**config.mk**
```make
export PLATFORM = sky130hd
export DESIGN_NAME = lpcf_div
export DESIGN_NICKNAME = d
export VERILOG_FILES = /design/src/rtl/core/lpcf_pkg.sv /design/src/rtl/core/lpcf_div.sv
export SDC_FILE = /design/constraint.sdc
export NUM_CORES = 1
export LEC_CHECK = 0
export ABC_AREA = 1
export BUFFER_PORTS_ARGS = -buffer_cell sky130_fd_sc_hd__buf_2
export CAP_MARGIN = 20
export CORE_MARGIN = 2
export CORE_UTILIZATION = 25
export CTS_CLUSTER_SIZE = 16
export DETAILED_ROUTE_END_ITERATION = 10
export GPL_TIMING_DRIVEN = 0
export PLACE_DENSITY = 0.55
export SLEW_MARGIN = 20
export SYNTH_ARGS = -nofsm -noshare
export SYNTH_HDL_FRONTEND = slang
export SYNTH_SLANG_ARGS = --single-unit
```
**constraint.sdc**
```tcl
create_clock -name clk_i -period 1.9 [get_ports clk_i]
set_clock_uncertainty 0.05 [all_clocks]
set_input_delay 0.38 -clock clk_i [delete_from_list [all_inputs] [get_ports clk_i]]
set_output_delay 0.38 -clock clk_i [all_outputs]
set_load 0.02 [all_outputs]
```
**src/rtl/core/lpcf_pkg.sv**
```systemverilog
// Shared constants, codes and handshake structs of the crossfade flasher.
package lpcf_pkg;

  localparam int unsigned CH_BITS  = 8;
  localparam int unsigned COLOR_W  = 3 * CH_BITS;
  localparam int unsigned STEP_W   = 8;
  localparam int unsigned LIMIT_W  = 7;
  localparam int unsigned HC_W     = 8;
  localparam int unsigned NUM_W    = STEP_W + CH_BITS;
  localparam int unsigned DCNT_W   = $clog2(NUM_W + 1);
  localparam int unsigned CFG_IDX_W = 3;
  localparam int unsigned CFG_DAT_W = COLOR_W;

  localparam logic [CFG_IDX_W-1:0] CFG_START_COLOR = 3'd0;
  localparam logic [CFG_IDX_W-1:0] CFG_END_COLOR   = 3'd1;
  localparam logic [CFG_IDX_W-1:0] CFG_FADE_STEPS  = 3'd2;
  localparam logic [CFG_IDX_W-1:0] CFG_FLASH_LIMIT = 3'd3;
  localparam logic [CFG_IDX_W-1:0] CFG_ENDLESS     = 3'd4;

  localparam logic [COLOR_W-1:0] START_COLOR_RST = '0;
  localparam logic [COLOR_W-1:0] END_COLOR_RST   = '1;
  localparam logic [STEP_W-1:0]  FADE_STEPS_RST  = 8'd50;
  localparam logic [LIMIT_W-1:0] FLASH_LIMIT_RST = 7'd3;

  typedef struct packed {
    logic              start;
    logic [NUM_W-1:0]  dividend;
    logic [STEP_W-1:0] divisor;
  } div_req_t;

  typedef struct packed {
    logic              done;
    logic [NUM_W-1:0]  quot;
    logic [STEP_W-1:0] rem;
  } div_rsp_t;

endpackage

```
**src/rtl/core/lpcf_div.sv**
```systemverilog
// Shared restoring divider, one quotient bit per cycle.
module lpcf_div import lpcf_pkg::*; (
  input  logic     clk_i,
  input  logic     rst_ni,
  input  div_req_t req_i,
  output div_rsp_t rsp_o
);

  logic [NUM_W-1:0]  dvd_q, dvd_d;
  logic [STEP_W-1:0] dsr_q, dsr_d;
  logic [STEP_W-1:0] rem_q, rem_d;
  logic [DCNT_W-1:0] cnt_q, cnt_d;
  logic              busy_q, busy_d;
  logic              done_q, done_d;
  logic [STEP_W:0]   trial;
  logic [STEP_W:0]   diff;
  logic              ge;

  assign trial = {rem_q, dvd_q[NUM_W-1]};
  assign diff  = trial - {1'b0, dsr_q};
  assign ge    = trial >= {1'b0, dsr_q};

  always_comb begin
    dvd_d  = dvd_q;
    dsr_d  = dsr_q;
    rem_d  = rem_q;
    cnt_d  = cnt_q;
    busy_d = busy_q;
    done_d = 1'b0;
    if (req_i.start) begin
      dvd_d  = req_i.dividend;
      dsr_d  = req_i.divisor;
      rem_d  = '0;
      cnt_d  = DCNT_W'(NUM_W);
      busy_d = 1'b1;
    end else if (busy_q) begin
      rem_d = ge ? diff[STEP_W-1:0] : trial[STEP_W-1:0];
      dvd_d = {dvd_q[NUM_W-2:0], ge};
      cnt_d = cnt_q - DCNT_W'(1);
      if (cnt_q == DCNT_W'(1)) begin
        busy_d = 1'b0;
        done_d = 1'b1;
      end
    end
  end

  always_ff @(posedge clk_i or negedge rst_ni) begin
    if (!rst_ni) begin
      cnt_q  <= '0;
      busy_q <= 1'b0;
      done_q <= 1'b0;
    end else begin
      cnt_q  <= cnt_d;
      busy_q <= busy_d;
      done_q <= done_d;
    end
  end

  always_ff @(posedge clk_i) begin
    dvd_q <= dvd_d;
    dsr_q <= dsr_d;
    rem_q <= rem_d;
  end

  assign rsp_o.done = done_q;
  assign rsp_o.quot = dvd_q;
  assign rsp_o.rem  = rem_q;

endmodule
```
* Word-level counts from Yosys, hierarchy flattened
Cells that the tools add are included.
Cells by class: mux-type cells 11, equal/unequal tests 1, $lt $le $gt $ge 1, reductions and logical operators 1, add/subtract/negate cells 2
Operator list (number):
- 16-bit 2-to-1 mux | 2
- 5-bit 2-to-1 mux | 2
- 9-bit by 8-bit greater-or-equal comparator with 1-bit output | 1
- 8-bit 2-to-1 mux | 1
- 8-bit subtractor | 1
- 1-bit 2-to-1 mux | 6
- 5-bit by 1-bit == test with 1-bit output, second input constant | 1
- 5-bit by 1-bit subtractor with 5-bit output, second input constant | 1
- 2-bit nonzero test | 1
Word-level totals: bits in registers 39, bits of input ports 27

* Depth between registers and ports, before layout
Gate-level depths: netlist of the first run.
depth after elaboration 4, depth in mapped cells 12, mapped depth without buffers 12

* Worst setup path after synthesis of the first run
No wires, ideal clock.
kind reg2reg, start point register dvd_q[15], end point register rem_q[4], arrival time 1.604 ns, stages on the path, launching flop included 11, required time 1.737 ns, path slack 0.132 ns, period minus slack after synthesis 1.768 ns, library setup time 0.113 ns, cells stage by stage edfxtp_1 > inv_1 > ha_1 > fa_1 > inv_1 > nand3_1 > nand3_1 > xnor2_1 > nand2_1 > nand3_1 > nand2_1
On the way: word-level cells in the longest chain between the ends 2, elaborated cells on any way between the ends 3, classes of those cells 1 x add/sub; 1 x order compare; 1 x mux
Ends and longest elaborated chain:
- start: declaration | line lpcf_div.sv:9 | logic [NUM_W-1:0] dvd_q, dvd_d;
- start signal: assignment | line lpcf_div.sv:60 | dvd_q <= dvd_d;
- 8-bit subtractor / 9-bit by 8-bit greater-or-equal comparator with 1-bit output (equally long branches) | line lpcf_div.sv:20, lpcf_div.sv:21
- 8-bit 2-to-1 mux * | line lpcf_div.sv:37 | rem_d = ge ? diff[STEP_W-1:0] : trial[STEP_W-1:0];
- end signal: assignment | line lpcf_div.sv:62 | rem_q <= rem_d;
- end: declaration | line lpcf_div.sv:11 | logic [STEP_W-1:0] rem_q, rem_d;
Mark *: on every way between the ends. The rest lies on a longest branch, timed or not. A chain may end at the register's enable or synchronous reset.

* Worst setup path after layout of the first run
Same ends and word-level chain as after synthesis.

==> metrics.md, run 1 <==
| Metric | Value |
|---|---|
| Run status | complete, no violations |
| Rows | 33 |
| Worst setup SP type | register |
| Slowest cell delay on critical path | 380 ps |
| Crit path top cell by count | nand3_1 |
| Max Slew Vio Count | 0 |
| WL final | 4756 um |
| Worst slew margin | 67.80% |
| TritonRoute pass-1 iters | 4 |
| CTS max path bufs | 2 |
| Clock sink count | 39 |
| Ports | 52 |
| Async SR Flop Fraction | 17.95% |
| Net Count, Synth | 279 |
| Reg2reg path depth | 10 |
| Initial antenna violation count | 0 |
| Placed insts | 397 |
| Final hold violation count | 0 |
| Crit path kind | reg -> reg |
| Setup violators final | 0 |
| DR vias | 1697 |
| Crit path buf inv count | 2 |
| Synth Area in Compound Gates | 3.546% |
| Post-Synth Adder-Cell Area | 6.971% |
| RSZ-0062 raised after global routing | false |
| HPWL after DPL | 3502 um |
| Hold Crit Class | in -> reg |
| Netlist cell types | 31 |
| Total power | 3.182 mW |
| Max-cap viol count | 0 |
| Mux cell area share after synthesis | 0% |
| Ys flop type | edfxtp_1 |
| Critical path depth | 10 |
| Register area share after synthesis | 50.72% |
| Post-DR wirelength/cell | 11.66 um |
| CTS H-Tree Depth | 2 |
| Area grow syn2layout | 25.84% |
| Final Cycle Share | 91.34% |
| Yosys warnings | 0 |
| Mapped Cells | 241 |
| Die area | 0.009074 sq mm |
| Root buffer cell | clkbuf_8 |
| CP Cell Sequence | inv_1, ha_1, fa_2, inv_1, nand3_1, nand3_1, xnor2_1, nand2_1, nand3_1, nand2_1 |
| Avg Cell Area, Syn | 8.639 sq um |
| N_diodes | 0 |
| Count leader, synth | nand2_1 |
| DIE HEIGHT | 95.26 um |
| Average via count per standard cell | 4.159 |
| GRT Total Usage | 11.10% |
| Post-DRT Antenna Nets | 0 |
| Pin count of the biggest net entering global routing | 19 |
| Critical Path Fanout Max | 2 |
| CTS tree | built |
| Core ar. | 0.008134 sq mm |
| Slowest-stage cell, CP | edfxtp_1 |
| Fin crit period | 1735 ps |
| Vias in the first global route | 1642 |
| Cell family with most CP delay | adder cells |
| Reg clk slew, reported paths | 90 ps |
| Critical Path RT | 2050 ps |
| Worst Setup End Kind | register |
| Yosys reg bits | 39 |
| Achievable Freq | 0.5762 GHz |
| Final non-filler cell total | 408 |
| Number of synthesized flops with an enable pin | 24 |
| Largest area contributor in the netlist | edfxtp_1 |
| Clock latency on the worst-skew pair | 300 ps |
| Die Wd | 95.26 um |
| Simple-gate share of the synthesized area | 30.71% |
| NumNets Final | 340 |
| First-pass GRT wire length | 7728 um |
| Top cells by area, synth | edfxtp_1, nand2_1, dfrtp_1 |
| DRC violations left | 0 |
| XOR/XNOR share of the synthesized area | 1.262% |
| Share of layout cells above drive strength 1 | 26.07% |
| GRT overflow | 0 |
| Initial Utilization | 25.60% |
| DRT iter0 DRCs | 86 |
| TritonCTS Buffers | 5 |
| Hold depth | 1 |
| WP data arrival | 1880 ps |
| Port Buffers | 51 |
| Combinational family with the most area after synthesis | simple AND/OR/NAND/NOR gates |
| Most frequent cells after synthesis | nand2_1, inv_1, edfxtp_1, nand3_1, ha_1 |
| Top cell type's share of synthesized area | 34.62% |
| Fill cells | 853 |
| Leakage | 1.357 nW |
| Worst slew pin tran | 482.4 ps |
| Mapped Area | 0.002082 sq mm |
| Cell area power density | 1215 mW/mm^2 |
| Gpl congestion | 0.7950 |
| Peak VDD IR | 306.8 uV |
-- through the flow --
step / area (sq um) / setup WS (ps) / utilization [%] / hold slack (ps) / setup TNS, ps
finish: 2620 / 164.6 / 32.21 / 209.3 / 0
global route: 2620 / 15.36 / 32.21 / 194.5 / 0
CTS: 2590 / 77.36 / 31.84 / 197.6 / 0
detailed placement: 2469 / -22.02 / 30.35 / 176.7 / -347.2
global placement: 2469 / -24.64 / 30.35 / 175.8 / -399.0
floorplan: 2082 / 132.4 / - / 34.41 / 0
-- cell type report --
class | count | area [sq um] | share of cell area [%]
multi-input combinational | 166 | 887.1 | 33.86
clock inverter | 3 | 42.54 | 1.624
sequential | 39 | 1056 | 40.31
clock buffer | 5 | 68.82 | 2.627
timing repair buffer | 54 | 292.8 | 11.17
buffer | 5 | 25.02 | 0.9551
inverter | 31 | 116.4 | 4.441
tap | 105 | 131.4 | 5.014
-- where the power goes --
part,internal [mW],leakage (nW),switching [mW],total (mW)
combinational,0.517,0.897,0.767,1.28
sequential,1.06,0.403,0.121,1.18
clock,0.392,0.0562,0.322,0.714
total,1.97,1.36,1.21,3.18
-- sequential cells by signal (all words and copies together) (netlist names) --
register,flops
dvd_q,16
dsr_q,8
busy_q,1
done_q,1
rem_q,8
cnt_q,5
-- cell families after synthesis --
kind of cell / after synthesis
fa+ha+maj: 11
xor+xnor: 3
simple gates: 140
compound gates: 12
flops: 39
buf+inv: 36
-- per-layer routing --
layer	track usage [%]	up-vias	share of wire [%]
met5	0	-	0
met4	4.106	0	1.5
met3	2.688	5	4.5
met2	17.66	34	45
met1	14.60	761	49
li1	-	897	-
-- layout by cell type (no fill, tap or decap), types with 2 or more instances in the layout --
master     n
a21oi_1    5
buf_2     53
buf_4      2
clkbuf_1   2
clkbuf_8   5
clkinv_1   2
dfrtp_1    7
dfxtp_1    8
edfxtp_1  24
ha_1      10
inv_1     26
inv_2      4
nand2_1   95
nand2_2    2
nand2_4    2
nand3_1   17
nand3b_1   7
nand4_1    3
nor2_1     8
nor2_2     2
o21ai_1    3
xor2_1     2
-- worst reg2reg max path: stages, from the launching register on --
cell and delay [ps]:
edfxtp_1 380, inv_1 60, ha_1 220, fa_2 370, inv_1 80, nand3_1 70
nand3_1 90, xnor2_1 120, nand2_1 80, nand3_1 70, nand2_1 50
-- repair_timing --
item / CTS / global route
setup buffers: 0 / 2
setup endpoints to repair: 0 / 9
hold endpoints to repair: 7 / 0
resized for setup: 0 / 1
hold buffers: 1 / 0
-- path summary, 6_finish.rpt --
kind | from | end | slack [ps]
max | dvd_q[15] | rem_q[4] | 160
min in group asynchronous | rst_ni | cnt_q[1] | 400
min | req_i[4] | dsr_q[4] | 210
min reg2reg | rem_q[3] | rem_q[3] | 440
max in group asynchronous | rst_ni | busy_q | 1240
max reg2reg | dvd_q[15] | rem_q[4] | 160
Note: power is estimated with default switching activity, not from simulation.
==> run 2: changes to the inputs <==
Settings changed: CORE_ASPECT_RATIO from default to 2.
==> run 2 against run 1 <==
  * Via count rose by 4.1%
  * Clock-buffer cell count did not move
  * Worst hold slack improved by 3.9 ps
  * Die area rose by 0.50%
  * Sequential share of layout area fell by 0.63 points
  * Combinational power barely moved
  * Flip-flop and latch count did not move
  * Highest routed layer unchanged
==> metrics.md, run 2 (synthesis results as in run 1) <==
| Metric | Value |
|---|---|
| Port Buffers | 51 (unchanged) |
| Core ar. | 0.008174 sq mm (+0.49%) |
| Setup tns final | 0 ps (unchanged) |
| N_diodes | 0 (unchanged) |
| Slowest-stage cell, CP | fa_1 |
| First-pass GRT wire length | 8721 um (+13%) |
| DRT iter0 DRCs | 36 (-58%) |
| Reg clk slew, reported paths | 60 ps (-30 ps) |
| Critical Path RT | 2030 ps (-20 ps) |
| Crit path kind | reg -> reg |
| Crit path buf inv count | 2 (unchanged) |
| Initial Utilization | 25.47% (-0.13 points) |
| CTS tree | built |
| Reg-to-reg slack, setup | 110 ps (-60 ps) |
| TritonCTS Buffers | 5 (unchanged) |
| Critical Path Fanout Max | 2 (unchanged) |
| Max-cap viol count | 0 (unchanged) |
| Die Wd | 68.53 um (-28%) |
| Worst slew pin tran | 513.1 ps (+30.67 ps) |
| GRT overflow | 0 (unchanged) |
| Clock latency on the worst-skew pair | 290 ps (about the same) |
| Gpl congestion | 0.8239 (+3.6%) |
| Root buffer cell | clkbuf_16 |
| Setup violators final | 0 (unchanged) |
| Total power | 3.449 mW (+8.4%) |
| Max FFs per register | 16 (unchanged) |
| Clock sink count | 39 (unchanged) |
| Worst Setup End Kind | register |
| Achievable Freq | 0.5578 GHz (-3.2%) |
| Place WS | -114.4 ps (-92.40 ps) |
| Max Slew Vio Count | 0 (unchanged) |
| RSZ-0062 raised after global routing | false |
| Design Area, Final | 0.002661 sq mm (+1.6%) |
| Final WS setup | 107.3 ps (-57.27 ps) |
| Run status | complete, no violations |
| Worst slew margin | 65.76% (-2.0 points) |
| Leakage | 1.383 nW (+1.9%) |
| Worst setup SP type | register |
| CTS max path bufs | 2 (unchanged) |
| Crit path top cell by count | nand2_1 |
| Hold Crit Class | in -> reg |
| Die area | 0.009119 sq mm (+0.50%) |
| Area grow syn2layout | 27.82% |
| Cell family with most CP delay | adder cells |
| Biggest regs | dvd_q (16), dsr_q (8), rem_q (8) |
| DIE HEIGHT | 133.1 um (+40%) |
| Hold WS | 213.2 ps (+3.900 ps) |
| DR vias | 1766 (+4.1%) |
| CP Cell Sequence | inv_1, ha_1, fa_1, inv_1, nand2_1, nand3_1, nand2_1, nand2_1, nand2_1, nand3_1, nand2_1 |
| Cell area power density | 1296 mW/mm^2 (+6.7%) |
| Most frequent cells in the layout | nand2_1, buf_2, inv_1, edfxtp_1, nand3_1 |
| Placed cell areas | 0.002460 sq mm (-0.35%) |
| # resized after CTS | 0 (unchanged) |
| Peak VDD IR | 717.6 uV (+130%) |
| Vias in the first global route | 1853 (+13%) |
| Slowest cell delay on critical path | 420 ps (+40 ps) |
| WP data arrival | 1920 ps (+40 ps) |
| Rows | 47 (+42%) |
| Pin count of the biggest net entering global routing | 19 (unchanged) |
| CTS H-Tree Depth | 2 (unchanged) |
| Biggest register | dvd_q |
| Final hold violation count | 0 (unchanged) |
| GRT Total Usage | 12.90% (+1.8 points) |
| Average via count per standard cell | 4.404 (+5.9%) |
| Fin crit period | 1793 ps (+57.27 ps) |
| WL final | 5195 um (+9.2%) |
| Final Cycle Share | 94.35% (+3.0 points) |
| TritonRoute pass-1 iters | 4 (unchanged) |
| Commonest non-fill, non-tap cell in the layout | nand2_1 |
| HPWL after DPL | 4091 um (+17%) |
| NumNets Final | 340 (unchanged) |
| Post-DR wirelength/cell | 12.96 um (+11%) |
| Share of layout cells above drive strength 1 | 25.74% (-0.33 points) |
| Ports | 52 (unchanged) |
| Initial antenna violation count | 0 (unchanged) |
| Post-DRT Antenna Nets | 0 (unchanged) |
| DRC violations left | 0 (unchanged) |
==> run 2: cell count changes in the layout (fill, tap and decap cells not counted), sizes merged <==
cell,change
inv,-1
clkinv,+1
==> run 2: per-stage QoR <==
step	instances	util, %
6_report	401	32.56
5_1_grt	401	32.56
4_1_cts	399	32.22
3_5_place_dp	390	30.09
3_3_place_gp	390	30.09
2_1_floorplan	241	-
==> run 2: final cells by class <==
class	count	area (sq um)
Buffer	5	25.02
Clock buffer	5	125.1
Clock inverter	3	38.79
Fill cell	834	5513
Inverter	31	116.4
Multi-Input combinational cell	166	884.6
Sequential cell	39	1056
Tap cell	98	122.6
Timing Repair Buffer	54	292.8
==> run 2: worst register-to-register path, cell delays in order (launching register included) <==
cell and delay, ps:
edfxtp_1 350, inv_1 70, ha_1 230, fa_1 430, inv_1 110, nand2_1 70, nand3_1 70, nand2_1 50
nand2_1 80, nand2_1 60, nand3_1 70, nand2_1 50
==> run 2: power breakdown <==
group	switching, mW	internal, mW	total (mW)
clock	0.347	0.613	0.960
combinational	0.804	0.509	1.31
sequential	0.111	1.07	1.18
==> run 2: final timing paths <==
path	end	startpoint	cells after the start
hold / removal	dsr_q[4]	req_i[4]	1
hold reg to reg	rem_q[5]	rem_q[5]	2
setup reg to reg	rem_q[6]	dvd_q[15]	11
setup / recovery	rem_q[6]	dvd_q[15]	11
min in group asynchronous	cnt_q[2]	rst_ni	2
max in group asynchronous	cnt_q[0]	rst_ni	2
==> run 2: routing by layer <==
metal | share of wire (%) | vias up | GRT usage (%)
met5 | 0 | - | 0
met4 | 2.6 | 0 | 6.556
met3 | 4.8 | 10 | 2.211
met2 | 58 | 56 | 24.52
met1 | 34 | 811 | 12.14
li1 | - | 889 | -
==> run 2: what timing repair did <==
action                                  4_1_cts  5_1_grt
hold endpoints to repair                      7        0
setup buffers                                 0        2
hold buffers                                  1        0
endpoints found under the setup margin        0        6
==> run 3: changes to the inputs <==
Settings changed: SETUP_SLACK_MARGIN from default to 0.2.
==> run 3 against run 2 <==
  * Final area grew 7.9%
  * Sequential share of layout area decreased by 2.8 points
  * Final cell count grew 0.75%
  * Via count grew 0.74%
  * Clock-buffer cell count unchanged
  * Power grew 8.0%
  * Flip-flop and latch count did not move
  * Combinational power up 20%
  * Setup slack better by 150 ps
  * Critical endpoint is now rem_q[4]
  * Largest power group unchanged
  * Highest routed layer unchanged
==> metrics.md, run 3 (synthesis results as in run 1) <==
| Metric | Value |
|---|---|
| Initial Utilization | 25.47% (unchanged) |
| Hold WS | 219.2 ps (+6.046 ps) |
| Sw power | 1.382 mW (+9.4%) |
| Clock sink count | 39 (unchanged) |
| Biggest register | dvd_q |
| First-pass GRT wire length | 8528 um (-2.2%) |
| Area grow syn2layout | 37.98% |
| Ports | 52 (unchanged) |
| RSZ-0062 raised after global routing | true |
| Biggest regs | dvd_q (16), dsr_q (8), rem_q (8) |
| Initial antenna violation count | 0 (unchanged) |
| HPWL after DPL | 4126 um (+0.85%) |
| Run status | complete, no violations |
| Hold depth | 1 (unchanged) |
| Worst setup SP type | register |
| Final hold violation count | 0 (unchanged) |
| CTS tree | built |
| GRT overflow | 0 (unchanged) |
| Share of layout cells above drive strength 1 | 34.64% (+8.9 points) |
| Combinational share of power | 42.1% (+4.0 points) |
| Critical Path RT | 2030 ps (about the same) |
| Int Power | 2.343 mW (+7.1%) |
| Final Cycle Share | 86.39% (-8.0 points) |
| DRT iter0 DRCs | 35 (-2.8%) |
| Worst slew pin tran | 460.1 ps (-53.04 ps) |
| Root buffer cell | clkbuf_16 |
| Setup violators final | 0 (unchanged) |
| Sw Ratio | 37.09% (+0.49 points) |
| Crit Reg-Reg Startpoint | dsr_q[0] |
| N_diodes | 0 (unchanged) |
| Worst slew margin | 69.33% (+3.6 points) |
| Commonest non-fill, non-tap cell in the layout | nand2_1 |
| Final WS setup | 258.5 ps (+151.2 ps) |
| Cell area power density | 1296 mW/mm^2 (about the same) |
| Critical Path Fanout Max | 2 (unchanged) |
| Crit path kind | reg -> reg |
| Max-cap viol count | 0 (unchanged) |
| TritonRoute pass-1 iters | 4 (unchanged) |
| Gpl congestion | 0.8576 (+4.1%) |
| Pin count of the biggest net entering global routing | 19 (unchanged) |
| Worst Setup SP | dsr_q[0] |
| TritonCTS Buffers | 5 (unchanged) |
| CTS H-Tree Depth | 2 (unchanged) |
| Vias in the first global route | 1787 (-3.6%) |
| Max Slew Vio Count | 0 (unchanged) |
| Place WS | -73.68 ps (+40.74 ps) |
| Port Buffers | 51 (unchanged) |
| Worst Setup End Kind | register |
| Average via count per standard cell | 4.403 (about the same) |
| Fin crit period | 1641 ps (-151.2 ps) |
| Peak VDD IR | 582.3 uV (-19%) |
| DIE HEIGHT | 133.1 um (unchanged) |
| WL final | 5429 um (+4.5%) |
| DR vias | 1779 (+0.74%) |
| Hold Crit Class | in -> reg |
| CTS max path bufs | 2 (unchanged) |
| Rows | 47 (unchanged) |
| Die Wd | 68.53 um (unchanged) |
| Max FFs per register | 16 (unchanged) |
| NumNets Final | 343 (+0.88%) |
| Post-DR wirelength/cell | 13.44 um (+3.7%) |
| Die area | 0.009119 sq mm (unchanged) |
| WP data arrival | 1770 ps (-150 ps) |
| Post-DRT Antenna Nets | 0 (unchanged) |
| DRC violations left | 0 (unchanged) |
| Leakage | 1.400 nW (+1.2%) |
| GRT Total Usage | 12.81% (-0.088 points) |
| Clock power frac | 25.2% (-2.6 points) |
| Sequential Power Share | 32.7% (-1.4 points) |
| Worst Hold Launch | req_i[3] |
| Core ar. | 0.008174 sq mm (unchanged) |
| Most frequent cells in the layout | nand2_1, buf_2, edfxtp_1, inv_1, nand3_1 |
| Reg2reg path depth | 9 (-2) |
| Achievable Freq | 0.6092 GHz (+9.2%) |
| Fill cells | 808 (-3.1%) |
| Clock latency on the worst-skew pair | 280 ps (about the same) |
| Reg clk slew, reported paths | 60 ps (about the same) |
-- run 3: per-layer routing --
layer  routed length [um]  global-route usage (%)  vias up
met5                    0                       0        -
met4                  182                   6.889        0
met3                  159                   1.701       12
met2                 3228                   24.41       51
met1                 1858                   12.13      815
li1                     -                       -      901
-- run 3: worst paths after layout --
| kind | end | slack (ps) |
|---|---|---|
| setup reg to reg | rem_q[4] | 260 |
| hold / removal | dsr_q[3] | 220 |
| min in group asynchronous | cnt_q[2] | 410 |
| hold reg to reg | rem_q[5] | 440 |
| setup / recovery | rem_q[4] | 260 |
| max in group asynchronous | cnt_q[0] | 1220 |
-- run 3: stage by stage --
step                      power (mW)  cells  area (sq um)  setup TNS (ps)  utilization, %
final                          3.725    404          2873               0           35.14
after detailed placement       2.446    390          2465           -1245           30.15
after global placement         2.432    390          2465           -1128           30.15
after global routing           3.966    404          2873               0           35.14
after CTS                      3.560    403          2728               0           33.37
after floorplan                2.087    241          2087               0               -
-- run 3: critical path, stage by stage (launching register included) --
cell	delay (ps)
edfxtp_1	410
ha_4	190
fa_2	370
inv_2	90
nand3_2	60
nand3_2	70
xnor2_1	110
nand2_1	80
nand3_2	60
nand2_1	40
-- run 3: power by group through the flow --
stage / sequential [mW] / clock (mW) / combinational [mW]
2_1_floorplan: 1.31 / 0 / 0.778
3_3_place_gp: 1.19 / 0 / 1.24
3_5_place_dp: 1.20 / 0 / 1.25
4_1_cts: 1.20 / 0.956 / 1.40
5_1_grt: 1.24 / 1.00 / 1.72
6_report: 1.22 / 0.939 / 1.57
-- run 3: what timing repair did --
item                                   CTS  global route
gates resized for setup                  9            24
gates cloned                             1             0
hold buffers                             1             0
pin swaps                                3             6
setup endpoints to repair                9            27
setup buffers                            3             1
endpoints found under the hold margin    7             0
-- run 3: area by class of cell --
class | count | area, sq um | area share [%]
buffer | 5 | 25.02 | 0.8711
clock buffer | 5 | 125.1 | 4.355
clock inverter | 3 | 38.79 | 1.350
inverter | 31 | 116.4 | 4.051
multi-input combinational | 167 | 1077 | 37.50
sequential | 39 | 1060 | 36.89
tap | 98 | 122.6 | 4.268
timing repair buffer | 56 | 307.8 | 10.71
